--- src/hw/rtl/ptlc_pkg.sv ---
// Package for the proximity trigger link controller.
// Holds the event, mode and command codes and the item, result and register types.
// No dependencies.
package ptlc_pkg;

  localparam int unsigned TIME_W    = 32;
  localparam int unsigned CFG_IDX_W = 3;
  localparam int unsigned CFG_W     = 26;
  localparam int unsigned S_DATA_W  = 40;
  localparam int unsigned S_USER_W  = 3;
  localparam int unsigned M_DATA_W  = 32;

  localparam logic [15:0] VALID_LIMIT = 16'd2000;

  typedef enum logic [1:0] {
    MODE_ADV   = 2'd0,
    MODE_CONN  = 2'd1,
    MODE_POLL  = 2'd2,
    MODE_SLEEP = 2'd3
  } mode_t;

  typedef enum logic [2:0] {
    REQ_TICK      = 3'd0,
    REQ_LINK_UP   = 3'd1,
    REQ_LINK_DOWN = 3'd2,
    REQ_CMD       = 3'd3,
    REQ_SAMPLE    = 3'd4,
    REQ_BUTTON    = 3'd5
  } req_t;

  localparam logic [7:0] CMD_POLL_ON   = 8'h01;
  localparam logic [7:0] CMD_POLL_OFF  = 8'h02;
  localparam logic [7:0] CMD_SLEEP     = 8'h03;
  localparam logic [7:0] CMD_PING      = 8'h05;
  localparam logic [7:0] CMD_SND_OK    = 8'h10;
  localparam logic [7:0] CMD_SND_BAD   = 8'h11;
  localparam logic [7:0] ARG_CORRECT   = 8'h01;

  localparam logic [2:0] SND_NONE      = 3'd0;
  localparam logic [2:0] SND_CORRECT   = 3'd1;
  localparam logic [2:0] SND_INCORRECT = 3'd2;
  localparam logic [2:0] SND_LINK_UP   = 3'd3;
  localparam logic [2:0] SND_LINK_DOWN = 3'd4;

  localparam logic [1:0] MSG_NONE   = 2'd0;
  localparam logic [1:0] MSG_DETECT = 2'd1;
  localparam logic [1:0] MSG_BATT   = 2'd2;
  localparam logic [1:0] MSG_SLEEP  = 2'd3;

  localparam logic [CFG_IDX_W-1:0] REG_ADV_TIMEOUT   = 3'd0;
  localparam logic [CFG_IDX_W-1:0] REG_INACT_TIMEOUT = 3'd1;
  localparam logic [CFG_IDX_W-1:0] REG_WIN_MIN       = 3'd2;
  localparam logic [CFG_IDX_W-1:0] REG_WIN_MAX       = 3'd3;
  localparam logic [CFG_IDX_W-1:0] REG_COOLDOWN      = 3'd4;
  localparam logic [CFG_IDX_W-1:0] REG_DEBOUNCE      = 3'd5;

  typedef struct packed {
    logic [25:0] advertise_timeout_ms;
    logic [25:0] inactivity_timeout_ms;
    logic [10:0] window_min_mm;
    logic [10:0] window_max_mm;
    logic [15:0] cooldown_ms;
    logic [15:0] debounce_ms;
  } cfg_t;

  typedef struct packed {
    logic [2:0]  req_type;
    logic [7:0]  cmd_code;
    logic        cmd_has_arg;
    logic [7:0]  cmd_arg;
    logic [15:0] distance_mm;
  } item_t;

  typedef struct packed {
    mode_t       mode;
    logic [2:0]  sound;
    logic [1:0]  message;
    logic [15:0] report_distance;
    logic        start_advertising;
    logic        sleep_now;
  } res_t;

endpackage

--- src/hw/rtl/ptlc_cfg.sv ---
// Configuration register file of the proximity trigger link controller.
// Depends on ptlc_pkg for register indexes and the cfg_t bundle.
module ptlc_cfg
  import ptlc_pkg::*;
(
  input  logic                 clk,
  input  logic                 rst,
  input  logic                 cfg_we,
  input  logic [CFG_IDX_W-1:0] cfg_index,
  input  logic [CFG_W-1:0]     cfg_data,
  output cfg_t                 cfg
);

  always_ff @(posedge clk) begin
    if (rst) begin
      cfg.advertise_timeout_ms  <= 26'd300000;
      cfg.inactivity_timeout_ms <= 26'd1800000;
      cfg.window_min_mm         <= 11'd50;
      cfg.window_max_mm         <= 11'd1000;
      cfg.cooldown_ms           <= 16'd500;
      cfg.debounce_ms           <= 16'd150;
    end else if (cfg_we) begin
      unique case (cfg_index)
        REG_ADV_TIMEOUT:   cfg.advertise_timeout_ms  <= cfg_data;
        REG_INACT_TIMEOUT: cfg.inactivity_timeout_ms <= cfg_data;
        REG_WIN_MIN:       cfg.window_min_mm         <= cfg_data[10:0];
        REG_WIN_MAX:       cfg.window_max_mm         <= cfg_data[10:0];
        REG_COOLDOWN:      cfg.cooldown_ms           <= cfg_data[15:0];
        REG_DEBOUNCE:      cfg.debounce_ms           <= cfg_data[15:0];
        default: ;
      endcase
    end
  end

endmodule

--- src/hw/rtl/ptlc_engine.sv ---
// Mode state, timestamps and per-event step logic of the controller.
// Depends on ptlc_pkg; state advances on each processed item.
module ptlc_engine
  import ptlc_pkg::*;
(
  input  logic  clk,
  input  logic  rst,
  input  logic  advance,
  input  item_t item,
  input  cfg_t  cfg,
  output res_t  res
);

  mode_t             mode;
  logic [TIME_W-1:0] now_ms;
  logic [TIME_W-1:0] mode_start_ms;
  logic [TIME_W-1:0] activity_ms;
  logic [TIME_W-1:0] detect_ms;
  logic [TIME_W-1:0] button_ms;
  logic              target_present;
  logic              link_up_flag;
  logic              is_correct_target;

  mode_t             mode_next;
  logic [TIME_W-1:0] now_ms_next;
  logic [TIME_W-1:0] mode_start_ms_next;
  logic [TIME_W-1:0] activity_ms_next;
  logic [TIME_W-1:0] detect_ms_next;
  logic [TIME_W-1:0] button_ms_next;
  logic              target_present_next;
  logic              link_up_flag_next;
  logic              is_correct_target_next;

  mode_t             new_mode;
  logic              sleep_go;
  logic              asleep;
  logic              in_window;
  logic              sample_ok;
  logic [TIME_W-1:0] tick_now;
  logic [TIME_W-1:0] idle_age;
  logic [TIME_W-1:0] adv_age;
  logic [TIME_W-1:0] detect_age;
  logic [TIME_W-1:0] button_age;
  logic [15:0]       sample_mm;

  assign asleep     = (mode == MODE_SLEEP);
  assign sample_mm  = item.distance_mm;
  assign tick_now   = now_ms + 32'd1;
  assign idle_age   = tick_now - activity_ms;
  assign adv_age    = tick_now - mode_start_ms;
  assign detect_age = now_ms - detect_ms;
  assign button_age = now_ms - button_ms;
  assign sample_ok  = (sample_mm != 16'd0) && (sample_mm < VALID_LIMIT);
  assign in_window  = sample_ok && (sample_mm > {5'd0, cfg.window_min_mm})
                      && (sample_mm < {5'd0, cfg.window_max_mm});

  always_comb begin
    now_ms_next            = now_ms;
    mode_next              = mode;
    mode_start_ms_next     = mode_start_ms;
    activity_ms_next       = activity_ms;
    detect_ms_next         = detect_ms;
    button_ms_next         = button_ms;
    target_present_next    = target_present;
    link_up_flag_next      = link_up_flag;
    is_correct_target_next = is_correct_target;
    new_mode               = mode;
    sleep_go               = 1'b0;
    res                    = '0;

    case (item.req_type)
      REQ_TICK: begin
        now_ms_next = tick_now;
        if (!asleep) begin
          if (idle_age > {6'd0, cfg.inactivity_timeout_ms}) begin
            sleep_go = 1'b1;
          end else if (mode == MODE_ADV && adv_age > {6'd0, cfg.advertise_timeout_ms}) begin
            sleep_go = 1'b1;
          end
        end
      end
      REQ_LINK_UP: begin
        if (!asleep) begin
          link_up_flag_next = 1'b1;
          activity_ms_next  = now_ms;
          res.sound         = SND_LINK_UP;
          if (mode == MODE_ADV) begin
            new_mode = MODE_CONN;
          end
        end
      end
      REQ_LINK_DOWN: begin
        if (!asleep) begin
          link_up_flag_next = 1'b0;
          res.sound         = SND_LINK_DOWN;
          new_mode          = MODE_ADV;
        end
      end
      REQ_CMD: begin
        if (mode == MODE_CONN || mode == MODE_POLL) begin
          activity_ms_next       = now_ms;
          is_correct_target_next = item.cmd_has_arg && (item.cmd_arg == ARG_CORRECT);
          case (item.cmd_code)
            CMD_POLL_ON: begin
              if (mode == MODE_CONN) begin
                new_mode = MODE_POLL;
              end
            end
            CMD_POLL_OFF: begin
              if (mode == MODE_POLL) begin
                new_mode = MODE_CONN;
              end
            end
            CMD_SLEEP:     sleep_go    = 1'b1;
            CMD_PING:      res.message = MSG_BATT;
            CMD_SND_OK:    res.sound   = SND_CORRECT;
            CMD_SND_BAD:   res.sound   = SND_INCORRECT;
            default: ;
          endcase
        end
      end
      REQ_SAMPLE: begin
        if (mode == MODE_POLL) begin
          if (in_window) begin
            if (!target_present && detect_age >= {16'd0, cfg.cooldown_ms}) begin
              res.sound           = is_correct_target ? SND_CORRECT : SND_INCORRECT;
              res.message         = MSG_DETECT;
              res.report_distance = sample_mm;
              activity_ms_next    = now_ms;
              detect_ms_next      = now_ms;
              target_present_next = 1'b1;
              new_mode            = MODE_CONN;
            end
          end else if (sample_mm > {5'd0, cfg.window_max_mm} || sample_mm > VALID_LIMIT) begin
            target_present_next = 1'b0;
          end
        end
      end
      REQ_BUTTON: begin
        if (asleep) begin
          new_mode               = MODE_ADV;
          activity_ms_next       = now_ms;
          detect_ms_next         = now_ms;
          button_ms_next         = now_ms;
          target_present_next    = 1'b0;
          link_up_flag_next      = 1'b0;
          is_correct_target_next = 1'b0;
        end else if (button_age >= {16'd0, cfg.debounce_ms}) begin
          button_ms_next   = now_ms;
          activity_ms_next = now_ms;
        end
      end
      default: ;
    endcase

    if (sleep_go) begin
      if (link_up_flag) begin
        res.message = MSG_SLEEP;
      end
      link_up_flag_next = 1'b0;
      res.sleep_now     = 1'b1;
      new_mode          = MODE_SLEEP;
    end

    if (new_mode != mode) begin
      mode_next          = new_mode;
      mode_start_ms_next = now_ms_next;
      if (new_mode == MODE_ADV) begin
        res.start_advertising = 1'b1;
      end
    end

    res.mode = mode_next;
  end

  always_ff @(posedge clk) begin
    if (rst) begin
      mode              <= MODE_ADV;
      now_ms            <= '0;
      mode_start_ms     <= '0;
      activity_ms       <= '0;
      detect_ms         <= '0;
      button_ms         <= '0;
      target_present    <= 1'b0;
      link_up_flag      <= 1'b0;
      is_correct_target <= 1'b0;
    end else if (advance) begin
      mode              <= mode_next;
      now_ms            <= now_ms_next;
      mode_start_ms     <= mode_start_ms_next;
      activity_ms       <= activity_ms_next;
      detect_ms         <= detect_ms_next;
      button_ms         <= button_ms_next;
      target_present    <= target_present_next;
      link_up_flag      <= link_up_flag_next;
      is_correct_target <= is_correct_target_next;
    end
  end

endmodule

--- src/hw/rtl/proximity_trigger_link_controller_core.sv ---
// Proximity trigger link controller: input register, step engine, result register.
// Depends on ptlc_pkg, ptlc_cfg and ptlc_engine.
//
// Usage:
//   Events enter on the s_ channel (kind in s_tuser, command and range fields in
//   s_tdata); one result per event leaves on the m_ channel. A transfer happens
//   at a rising edge with tvalid and tready both high.
//   Each event sits in the input register, then the step logic loads the result
//   register and m_tvalid rises. Throughput: one event per cycle while the
//   result register is not stalled; the mode and timestamp registers are read
//   and written by the step logic as the event advances.
//   When the receiver stalls, the result register holds, the event behind it
//   holds in the input register, and s_tready drops until m_tready returns.
//   Registers are to be written through cfg_we/cfg_index/cfg_data while no event
//   is in flight; the block does not enforce it. Unlisted indexes are ignored.
//   Reset (rst, synchronous) empties both registers, loads the register
//   defaults, puts the unit in advertising and clears the millisecond clock.
module proximity_trigger_link_controller_core
  import ptlc_pkg::*;
(
  input  logic                 clk,
  input  logic                 rst,
  input  logic                 s_tvalid,
  output logic                 s_tready,
  // cmd_code[7:0], cmd_has_arg[8], cmd_arg[16:9], distance_mm[32:17], zero [39:33]
  input  logic [S_DATA_W-1:0]  s_tdata,
  // req_type[2:0]
  input  logic [S_USER_W-1:0]  s_tuser,
  output logic                 m_tvalid,
  input  logic                 m_tready,
  // mode[1:0], sound[4:2], message[6:5], report_distance[22:7],
  // start_advertising[23], sleep_now[24], zero [31:25]
  output logic [M_DATA_W-1:0]  m_tdata,
  input  logic                 cfg_we,
  input  logic [CFG_IDX_W-1:0] cfg_index,
  input  logic [CFG_W-1:0]     cfg_data
);

  cfg_t  cfg;
  item_t in_item;
  logic  in_valid;
  res_t  step_res;
  res_t  out_res;
  logic  out_valid;
  logic  advance;

  assign advance  = in_valid && (!out_valid || m_tready);
  assign s_tready = !in_valid || advance;

  always_ff @(posedge clk) begin
    if (rst) begin
      in_valid <= 1'b0;
    end else if (s_tready) begin
      in_valid <= s_tvalid;
    end
  end

  always_ff @(posedge clk) begin
    if (s_tready && s_tvalid) begin
      in_item.req_type    <= s_tuser;
      in_item.cmd_code    <= s_tdata[7:0];
      in_item.cmd_has_arg <= s_tdata[8];
      in_item.cmd_arg     <= s_tdata[16:9];
      in_item.distance_mm <= s_tdata[32:17];
    end
  end

  ptlc_cfg u_cfg (
    .clk       (clk),
    .rst       (rst),
    .cfg_we    (cfg_we),
    .cfg_index (cfg_index),
    .cfg_data  (cfg_data),
    .cfg       (cfg)
  );

  ptlc_engine u_engine (
    .clk     (clk),
    .rst     (rst),
    .advance (advance),
    .item    (in_item),
    .cfg     (cfg),
    .res     (step_res)
  );

  always_ff @(posedge clk) begin
    if (rst) begin
      out_valid <= 1'b0;
    end else if (advance) begin
      out_valid <= 1'b1;
    end else if (m_tready) begin
      out_valid <= 1'b0;
    end
  end

  always_ff @(posedge clk) begin
    if (advance) begin
      out_res <= step_res;
    end
  end

  assign m_tvalid = out_valid;
  assign m_tdata  = {7'd0, out_res.sleep_now, out_res.start_advertising,
                     out_res.report_distance, out_res.message, out_res.sound,
                     out_res.mode};

`ifndef SYNTHESIS
  a_sleep_mode: assert property (@(posedge clk) disable iff (rst)
    (out_valid && out_res.sleep_now) |-> (out_res.mode == MODE_SLEEP))
    else $error("sleep_now without sleeping mode");

  a_adv_mode: assert property (@(posedge clk) disable iff (rst)
    (out_valid && out_res.start_advertising) |-> (out_res.mode == MODE_ADV))
    else $error("start_advertising without advertising mode");

  a_detect_report: assert property (@(posedge clk) disable iff (rst)
    (out_valid && out_res.message == MSG_DETECT)
      |-> (out_res.mode == MODE_CONN && out_res.report_distance != 16'd0))
    else $error("detection report malformed");

  a_stall_cause: assert property (@(posedge clk) disable iff (rst)
    !s_tready |-> (in_valid && out_valid && !m_tready))
    else $error("input stalled without output backpressure");
`endif

endmodule

--- config.mk ---
export PLATFORM = sky130hd
export DESIGN_NAME = proximity_trigger_link_controller_core
export DESIGN_NICKNAME = d
export VERILOG_FILES = /design/src/hw/rtl/ptlc_pkg.sv /design/src/hw/rtl/ptlc_cfg.sv /design/src/hw/rtl/ptlc_engine.sv /design/src/hw/rtl/proximity_trigger_link_controller_core.sv
export SDC_FILE = /design/constraint.sdc
export NUM_CORES = 1
export LEC_CHECK = 0
export BUFFER_PORTS_ARGS = -buffer_cell sky130_fd_sc_hd__buf_2
export CAP_MARGIN = 20
export CORE_MARGIN = 5
export CORE_UTILIZATION = 55
export DETAILED_ROUTE_END_ITERATION = 10
export HOLD_SLACK_MARGIN = 0.05
export PLACE_DENSITY = 0.77
export SLEW_MARGIN = 20
export SYNTH_ARGS = -nofsm -noshare
export SYNTH_HDL_FRONTEND = slang
export SYNTH_SLANG_ARGS = --single-unit
--- constraint.sdc ---
create_clock -name clk -period 17 [get_ports clk]
set_clock_uncertainty 0.15 [all_clocks]
set_input_delay 2.55 -clock clk [delete_from_list [all_inputs] [get_ports clk]]
set_output_delay 2.55 -clock clk [all_outputs]
set_load 0.05 [all_outputs]
# Yosys cells after proc, flatten, opt, wreduce, memory -nomap -nowiden
# Index checks and enable logic that the tools add are counted.
[word_totals]
ff_bits = 334
inputBits = 77
out_inout_bits = 34
word_cells = 175
[classes]
addsub = 5
order_cmp = 9
n_eq_ne = 33
n_mux = 60
reduce_logical = 40
[ops]
columns = ["cell", "n"]
rows = [
  ["$mux 32", 9],
  ["$pmux 32 s4", 1],
  ["$sub 32x32->32", 4],
  ["$ge 32x16->1", 2],
  ["$gt 32x26->1", 2],
  ["$pmux 32 s2", 1],
  ["$mux 21", 3],
  ["$mux 2", 17],
  ["$add 32x1->32 const B", 1],
  ["$gt 16x11->1", 2],
  ["$mux 1", 18],
  ["$eq 8x1->1 const B", 2],
  ["$eq 8x2->1 const B", 2],
  ["$eq 8x5->1 const B", 2],
  ["$gt 16x11->1 const B", 1],
  ["$lt 16x11->1", 1],
  ["$lt 16x11->1 const B", 1],
  ["$reduce_bool 16->1", 1],
  ["$reduce_and 2->1", 7],
  ["$eq 3x2->1 const B", 4],
  ["$eq 3x3->1 const B", 4],
  ["$pmux 2 s2", 3],
  ["$pmux 3 s4", 1],
  ["$reduce_and 6->1", 2],
  ["other kinds (26)", 56],
]

# Logic depth before layout (Yosys ltp)
# Gate-level depths: netlist of run 1.
[depth]
ltp_word = 11
depth_mapped = 36
depth_no_buf = 32

# Cells and area by module
# From an unflattened synthesis of run 1, not the netlist that was laid out.
[unflattened]
hier_cells = 2912
area_unflattened_um2 = 24576.1
[by_module_without_submodules]
columns = ["module", "instances", "cells_each", "area_per_inst_um2", "seq_area_each_um2"]
rows = [
  ["ptlc_engine", 1, 2428, 18332.6, 3303.2],
  ["ptlc_cfg", 1, 405, 4251.6, 2122.0],
  ["proximity_trigger_link_controller_core", 1, 79, 1991.9, 1871.8],
]

# Worst setup path after synthesis of run 1
# No wires, ideal clock.
[synth_path]
path_type = "reg2reg"
from = "register u_engine.now_ms[1]"
to = "register u_engine.mode_start_ms[10]"
setup_time_ns = 0.087
arrival_ns = 6.944
required_ns = 16.763
setup_slack_ns = 9.820
path_stages_with_launch = 35
path_buffers = 3
synth_period_minus_slack_ns = 7.180
cell_sequence = "dfxtp_1 ha_1 and3_1 clkbuf_1 nand2_1 nor2_1 nand3_1 nor2_1 xor2_1 ha_1 nand3_1 nor2_1 o21ai_0 a21boi_0 o21ai_0 a21boi_0 o21ai_0 a21boi_0 o21ai_0 a21oi_1 xor2_1 ha_1 a21o_1 a211oi_1 a21oi_1 or4_1 a221oi_1 nand4_1 o311ai_0 and2_1 buf_4 a41oi_2 a31o_4 buf_6 a221oi_2"
[synth_between]
elab_chain_len = 11
elab_cells_between_ends = 21
classes_between = "4 x add/sub; 3 x order compare; 1 x eq/ne; 10 x mux; 3 x reduce/logical"
[synth_rtl]
columns = ["element", "line_no", "source"]
rows = [
  ["start: declaration", "ptlc_engine.sv:15", "logic [TIME_W-1:0] now_ms;"],
  ["start signal: assignment", "ptlc_engine.sv:189", "now_ms <= now_ms_next;"],
  ["$add 32x1->32", "ptlc_engine.sv:48", "assign tick_now = now_ms + 32'd1;"],
  ["$sub 32x32->32", "ptlc_engine.sv:50", "assign adv_age = tick_now - mode_start_ms;"],
  ["$gt 32x26->1", "ptlc_engine.sv:77", "end else if (mode == MODE_ADV && adv_age > {6'd0, cfg.advertise_timeout_ms}) begin"],
  ["$logic_and 1x1->1", "ptlc_engine.sv:77", ""],
  ["$mux 1", "ptlc_engine.sv:77", ""],
  ["$mux 1", "ptlc_engine.sv:75", "if (idle_age > {6'd0, cfg.inactivity_timeout_ms}) begin"],
  ["$mux 1", "ptlc_engine.sv:74", "if (!asleep) begin"],
  ["$pmux 1 s2", "ptlc_engine.sv:71", "case (item.req_type)"],
  ["$mux 2", "ptlc_engine.sv:156", "if (sleep_go) begin"],
  ["$ne 2x2->1", "ptlc_engine.sv:165", "if (new_mode != mode) begin"],
  ["$reduce_and 2->1 (no line)", "-", ""],
  ["end signal: assignment", "ptlc_engine.sv:190", "mode_start_ms <= mode_start_ms_next;"],
  ["end: declaration", "ptlc_engine.sv:16", "logic [TIME_W-1:0] mode_start_ms;"],
]
# Several ways; a longest one is shown, not always the timed one.
# A chain may end at the register's enable or synchronous reset.

# Worst setup path in the final report of run 1
[layout_path]
from = "register u_engine.now_ms[1]"
to = "register u_engine.mode_start_ms[25]"
# Same word-level chain as after synthesis.

==> results of run 1 <==
-- cells in the final DEF (no fill, tap or decap), types with 76 or more instances in the layout --
master   Yosys  final
nand2_1    472    472
a21oi_1    278    278
dfxtp_1    273    273
inv_1      269    269
ha_1       238    238
nor2_1     189    188
o21ai_0    161    161
buf_2       24     95
xnor2_1     86     86
mux2i_1     76     76
-- critical path: cells and delay by family (launching register included) --
kind | cells | cell delay, ps
xor+xnor | 2 | 370
buf+inv | 1 | 330
fa+ha+maj | 3 | 1040
flops | 1 | 680
compound gates | 15 | 3820
simple gates | 11 | 3030
-- worst paths after layout --
kind / end / slack (ps) / cells past startpoint
max: u_engine.mode_start_ms[25] / 7450 / 32
min: u_cfg.cfg[102] / 300 / 2
max reg2reg: u_engine.mode_start_ms[25] / 7450 / 32
min reg2reg: u_cfg.cfg[102] / 300 / 2
-- state kept, by name, summed over array words and instances (netlist names), 25 cells and up --
signal / flops
u_engine.activity_ms: 32
u_cfg.cfg: 106
u_engine.mode_start_ms: 32
u_engine.detect_ms: 32
m_tdata: 25
u_engine.button_ms: 32
u_engine.now_ms: 32
in_item: 36
-- area by class of cell --
type	count	area, um^2
clock buffer	56	1155
inverter	270	1016
tap	585	732.0
multi-input combinational	2273	15030
clock inverter	13	138.9
timing repair buffer	112	639.4
fill	3840	17160
sequential	334	7297
-- cells in the mapped netlist, types with 61 or more instances --
library cell  instances
a21oi_1             278
clkbuf_1            123
dfxtp_1             273
edfxtp_1             61
ha_1                238
inv_1               269
mux2i_1              76
nand2_1             472
nand3_1              76
nor2_1              189
o21ai_0             161
xnor2_1              86
xor2_1               74
-- layer usage --
metal / track usage, % / up-vias
met1: 38.52 / 10320
met5: 0 / -
met2: 46.33 / 840
met4: 8.897 / 0
li1: - / 10620
met3: 5.173 / 155
-- power groups by stage --
stage                     clock [mW]  sequential, mW  combinational, mW
after CTS                      0.855           0.840              0.289
final                          0.846           0.840              0.297
after floorplan                    0           0.862              0.203
after global routing           0.891           0.842              0.325
after detailed placement           0           0.857              0.287
after global placement             0           0.856              0.277
-- cell families (layout without fill, tap and decap cells) --
kind of cell,Yosys count,after routing,synth area share (%)
adder cells (fa/ha/maj),242,242,12.74
AND/OR/NAND/NOR,1019,1019,19.69
other,1,12,0.01562
multiplexers,77,77,3.216
XOR/XNOR,162,162,6.025
buffers and inverters,439,451,7.349
AO/OA/AOI/OAI,761,761,20.57
flip-flops,334,334,30.40
-- through the flow --
stage | cell area, um^2 | utilization, % | total power, mW | hold slack, ps | instances
6_report | 26010 | 60.25 | 1.984 | 304.3 | 3643
5_1_grt | 26010 | 60.25 | 2.058 | 321.0 | 3643
4_1_cts | 25990 | 60.20 | 1.984 | 304.2 | 3642
3_5_place_dp | 24690 | 57.20 | 1.145 | 296.6 | 3573
3_3_place_gp | 24650 | 57.11 | 1.134 | 293.9 | 3571
2_1_floorplan | 24050 | - | 1.065 | 284.7 | 3046
==> implementation parameters, run 1 <==
Parameter                              Value

Global route
  Number of global-route vias before repair ... 20,720
  Grt ovf ... 0
  Number of antenna violations at the first check in global routing ... 0
  Global-route wire length before repair ... around 110,000 um
  Largest net degree at the start of global routing ... between 100 and 150
  GRT Util Overall ... approximately 28%

Floorplan
  Height of the die ... 218.9 um
  Initial core utilization ... around 56%
  Die X ... ~220 um
  Ports ... 111
  Core box area ... approximately 43,000 um^2
  Num rows ... between 70 and 80
  Die outline area ... around 48,000 um^2

Power
  Part of the total power dissipated in sequential elements ... approximately 42%
  Static leakage power ... around 11 nW
  Sw Share ... 28.15%
  Design internal power ... approximately 1.4 mW
  Switching power ... about 560 uW
  Clk network pwr share ... between 40% and 50%
  Share of total power in combinational logic ... 15.0%
  Power per Cell Area ... around 76 nW/um^2
  Worst IR drop on VDD ... between 0.08 and 0.09 mV

Timing
  RSZ-0062 raised after global routing ... no
  Final critical-path setup slack ... roughly 7400 ps
  Final period utilization ... between 50 and 60%
  Rel. slew slack ... 27.60%
  Clock period minus final worst setup slack ... 9550 ps
  Max Freq ... ~100 MHz
  Setup-failing EPs final ... 0
  Slew of the pin with the lowest slew margin ... 1076 ps
  Final TNS setup ... 0 ps
  Final max-slew violation count ... 0
  Final Hold Vio Count ... 0

Clock network
  Clock network latency to the later pin of the worst-skew pair ... approximately 590 ps
  Root buf cell ... clkbuf_16
  Clock transition at the registers of the reported paths ... 60 ps
  Maximum clock insertion buffer count ... 3
  Maximum level of the CTS H-tree ... 2
  Total clock buffers created by CTS ... 38
  CTS tree ... built
  Count of hold buffers inserted by post-cts repair ... 0
  Number of post-CTS setup repair buffers ... 0
  CTS sink cnt ... approximately 330
  Post-CTS resize count ... 0

Final layout
  Share of final-layout standard cells stronger than drive strength 1 ... slightly below 8%
  Inserted Diodes ... 0
  Area growth from synthesis to layout ... 8.350%
  NumNets Final ... around 3,300

Yosys
  Ys async rst share ... 0%
  Post-Syn Area per Cell ... 7.910 um^2
  Warning count from the yosys run ... 0
  Yosys cell types ... 88
  Sequential fraction of the synthesis area ... a little under a third
  Yosys top cell area share ... 22.77%
  Biggest area consumer among synthesized cells ... dfxtp_1
  Post-synthesis register bit count ... ~330
  Post-synth top flop ... dfxtp_1
  Leading post-synthesis cells by cell area ... dfxtp_1, ha_1, edfxtp_1
  Number of enable-type register cells in the synthesized netlist ... 61
  Synthesized area ... 24,010 um^2
  Post-synthesis instance total ... between 3,000 and 4,000

Setup path
  CP max stage cell ... o311ai_0
  Worst Path Max Fanout ... 20
  Crit end category ... flip-flop
  Launch point of the worst path ... u_engine.now_ms[1]
  Critical Path Source Type ... flip-flop
  Required time worst endpoint ... approximately 17,000 ps
  Slowest cell delay on critical path ... about 870 ps
  Startpoint of the lowest-slack register-to-register path ... u_engine.now_ms[1]
  Most Frequent Cell on Critical Path ... o21ai_0
  Class of the most critical setup path ... flip-flop to flip-flop
  Data arrival time of the worst path ... about 9900 ps

Placement
  Worst slack at placement ... slightly above 7000 ps
  PortBufs ... 96
  Weighted congestion at the end of routability-driven global placement ... a little under 1
  DP Wirelength ... 53,560 um

Routing
  Routed length per placed instance ... between 15 and 20 um
  Total wirelength of the detailed-routed design ... around 70,000 um
  Violation count after the first detailed-routing iteration ... slightly below 2,000
  DRC viols ... 0
  Met2 Routed Length ... roughly 32,000 um
  Highest metal layer with signal wires ... met4
  Vias per cell ... approximately 6
  Pre-antenna DRT Iters ... 8
  Total length of routed met3 wires ... 5432 um
  Length of routed wiring on met1 ... roughly 30,000 um
  Post-route antenna net violation count ... 0
  Number of vias in the routed layout ... between 20,000 and 25,000

Min path
  Hold_sp ... u_cfg.cfg[102]
  Classification of the worst-slack hold path ... flip-flop to flip-flop

Outcome
  Run status ... finished clean

Job
  Max-cap viol count ... 0
No activity file was read; power rests on OpenSTA's default activity.
==> inputs of run 2 (changes only) <==
Settings changed: PLACE_DENSITY 0.77 to 0.79.
Clock period 17 ns to 8.3 ns, I/O delays scaled along.
==> run 2 against run 1 <==
Against the previous run:
- critical path type unchanged
- maximum frequency is 22% higher
- combinational power rose by 110%
- clock power rose by 110%
- critical path depth unchanged
- highest routed layer unchanged
- clock-buffer cell count decreased by 8
- global-route usage grew 0.37 points
- via count rose by 0.76%
- hold slack barely moved
==> implementation parameters, run 2 (synthesized netlist as in run 1, its figures left out) <==
Parameter                              Value

Outcome
  Run status ... finished clean

Global route
  Largest net degree at the start of global routing ... 114 (+6.5%)
  Grt ovf ... 0 (unchanged)
  Number of global-route vias before repair ... 21,340 (+3.0%)
  GRT Util Overall ... 28.80% (+0.37 points)
  Global-route wire length before repair ... 111,900 um (+1.6%)
  Number of antenna violations at the first check in global routing ... 1 (+1)

Placement
  PortBufs ... 96 (unchanged)
  Placed Instance Area ... 24,900 um^2 (+0.83%)
  Worst slack at placement ... 224.7 ps (-6918 ps)
  DP Wirelength ... 53,950 um (+0.73%)
  Weighted congestion at the end of routability-driven global placement ... 0.9945 (+2.5%)
  Number of placed instances, taps included ... 3,600 (+0.76%)

Final layout
  Number of fill cells in the layout ... 3,812 (-0.73%)
  Register with the most flip-flops ... u_cfg.cfg
  Most common cell after layout, fill and taps aside ... nand2_1
  Flip-flop count of the largest register, all copies and words added ... 106 (unchanged)
  Area growth from synthesis to layout ... 9.517%
  Design Area, Final ... 26,290 um^2 (+1.1%)
  Largest registers ... u_cfg.cfg x106, in_item x36
  Most frequent cells in the layout ... nand2_1, a21oi_1, dfxtp_1
  Final core area utilization ... 60.90% (+0.65 points)
  Share of final-layout standard cells stronger than drive strength 1 ... 8.944% (+1.2 points)
  Non-filler cells, final ... 3,672 (+0.80%)
  NumNets Final ... 3,375 (+0.81%)

Routing
  Vias per cell ... 6.018 (about the same)
  Total wirelength of the detailed-routed design ... 71,080 um (+1.8%)
  Post-route antenna net violation count ... 0 (unchanged)
  Violation count after the first detailed-routing iteration ... 2,118 (+6.6%)
  Pre-antenna DRT Iters ... 6 (-2)
  DRC viols ... 0 (unchanged)
  Number of vias in the routed layout ... 22,100 (+0.76%)
  Routed length per placed instance ... 19.36 um (+1.0%)

Power
  Worst IR drop on VDD ... 0.1586 mV (+88%)
  Power per Cell Area ... 157.9 nW/um^2 (+110%)
  Total power draw ... 4.151 mW (+110%)
  Static leakage power ... 11.24 nW (+1.4%)

Floorplan
  Height of the die ... 218.9 um (unchanged)
  Die X ... 218.9 um (unchanged)
  Num rows ... 76 (unchanged)
  Die outline area ... 47,920 um^2 (unchanged)
  Initial core utilization ... 55.61% (unchanged)
  Ports ... 111 (unchanged)
  Core box area ... 43,170 um^2 (unchanged)

Setup path
  Class of the most critical setup path ... flip-flop to flip-flop
  Slowest cell delay on critical path ... 530 ps (-340 ps)
  Required time worst endpoint ... 8630 ps (-8700 ps)
  Startpoint of the lowest-slack register-to-register path ... u_engine.now_ms[0]
  Data arrival time of the worst path ... 8150 ps (-1730 ps)
  Critical Path Source Type ... flip-flop
  Launch point of the worst path ... u_engine.now_ms[0]
  CP max stage cell ... or4_1
  Crit end category ... flip-flop
  Worst Path Max Fanout ... 21 (+5.0%)

Timing
  Max Freq ... 127.8 MHz (+22%)
  Slew of the pin with the lowest slew margin ... 1032 ps (-43.88 ps)
  Worst-case hold slack ... 304.6 ps (+0.2500 ps)
  Final TNS setup ... 0 ps (unchanged)
  Final max-slew violation count ... 0 (unchanged)
  Final critical-path setup slack ... 474.7 ps (-6975 ps)
  Setup-failing EPs final ... 0 (unchanged)
  Clock period minus final worst setup slack ... 7825 ps (-1725 ps)
  Final Hold Vio Count ... 0 (unchanged)
  Final period utilization ... 94.28% (+38 points)
  Rel. slew slack ... 30.73% (+3.1 points)

Min path
  Classification of the worst-slack hold path ... flip-flop to flip-flop
  Hold_sp ... u_cfg.cfg[49]

Clock network
  Maximum level of the CTS H-tree ... 2 (unchanged)
  CTS tree ... built
  Count of hold buffers inserted by post-cts repair ... 0 (unchanged)
  Maximum clock insertion buffer count ... 3 (unchanged)
  Clock transition at the registers of the reported paths ... 60 ps (about the same)
  CTS sink cnt ... 334 (unchanged)
  Clock network latency to the later pin of the worst-skew pair ... 570 ps (-20 ps)
  Total clock buffers created by CTS ... 38 (unchanged)
  Root buf cell ... clkbuf_16

Job
  Max-cap viol count ... 0 (unchanged)
[run 2: where the power goes]
part / total [mW] / switching, mW / internal, mW
clock network: 1.81 / 0.741 / 1.07
registers: 1.72 / 0.0251 / 1.70
logic: 0.618 / 0.399 / 0.219
[run 2: repair_timing]
item	in CTS	in global routing
hold endpoints to repair	0	0
gates resized for setup	0	15
setup endpoints to repair	0	41
buffers inserted	0	1
[run 2: per-layer routing]
metal / track usage (%) / wire length [um] / up-vias
met4: 10.30 / 2638 / 0
li1: - / - / 10650
met2: 46.98 / 32390 / 870
met5: 0 / 0 / -
met3: 5.904 / 5662 / 180
met1: 38.03 / 30390 / 10400
[run 2: path summary, 6_finish.rpt]
check                                                  end  slack (ps)  depth (start not counted)
worst max-delay path            u_engine.mode_start_ms[19]         470                         32
worst min-delay path                         u_cfg.cfg[49]         300                          2
worst max register to register  u_engine.mode_start_ms[19]         470                         32
worst min register to register               u_cfg.cfg[49]         300                          2
[run 2: critical path, delay by kind of cell (launching register included)]
kind,cells,cell delay [ps]
flops,1,440
compound gates,8,2160
buf+inv,4,610
fa+ha+maj,3,910
simple gates,15,2800
xor+xnor,2,590
[run 2: final cells by class]
cell class / instances / area (um^2) / share of cell area [%]
Multi-Input combinational cell: 2273 / 15090 / 57.39
Sequential cell: 334 / 7297 / 27.76
Clock buffer: 48 / 1020 / 3.879
Inverter: 270 / 1016 / 3.864
Timing Repair Buffer: 139 / 834.6 / 3.174
Tap cell: 585 / 732.0 / 2.784
Clock inverter: 22 / 301.5 / 1.147
Antenna cell: 1 / 2.502 / 0.009518
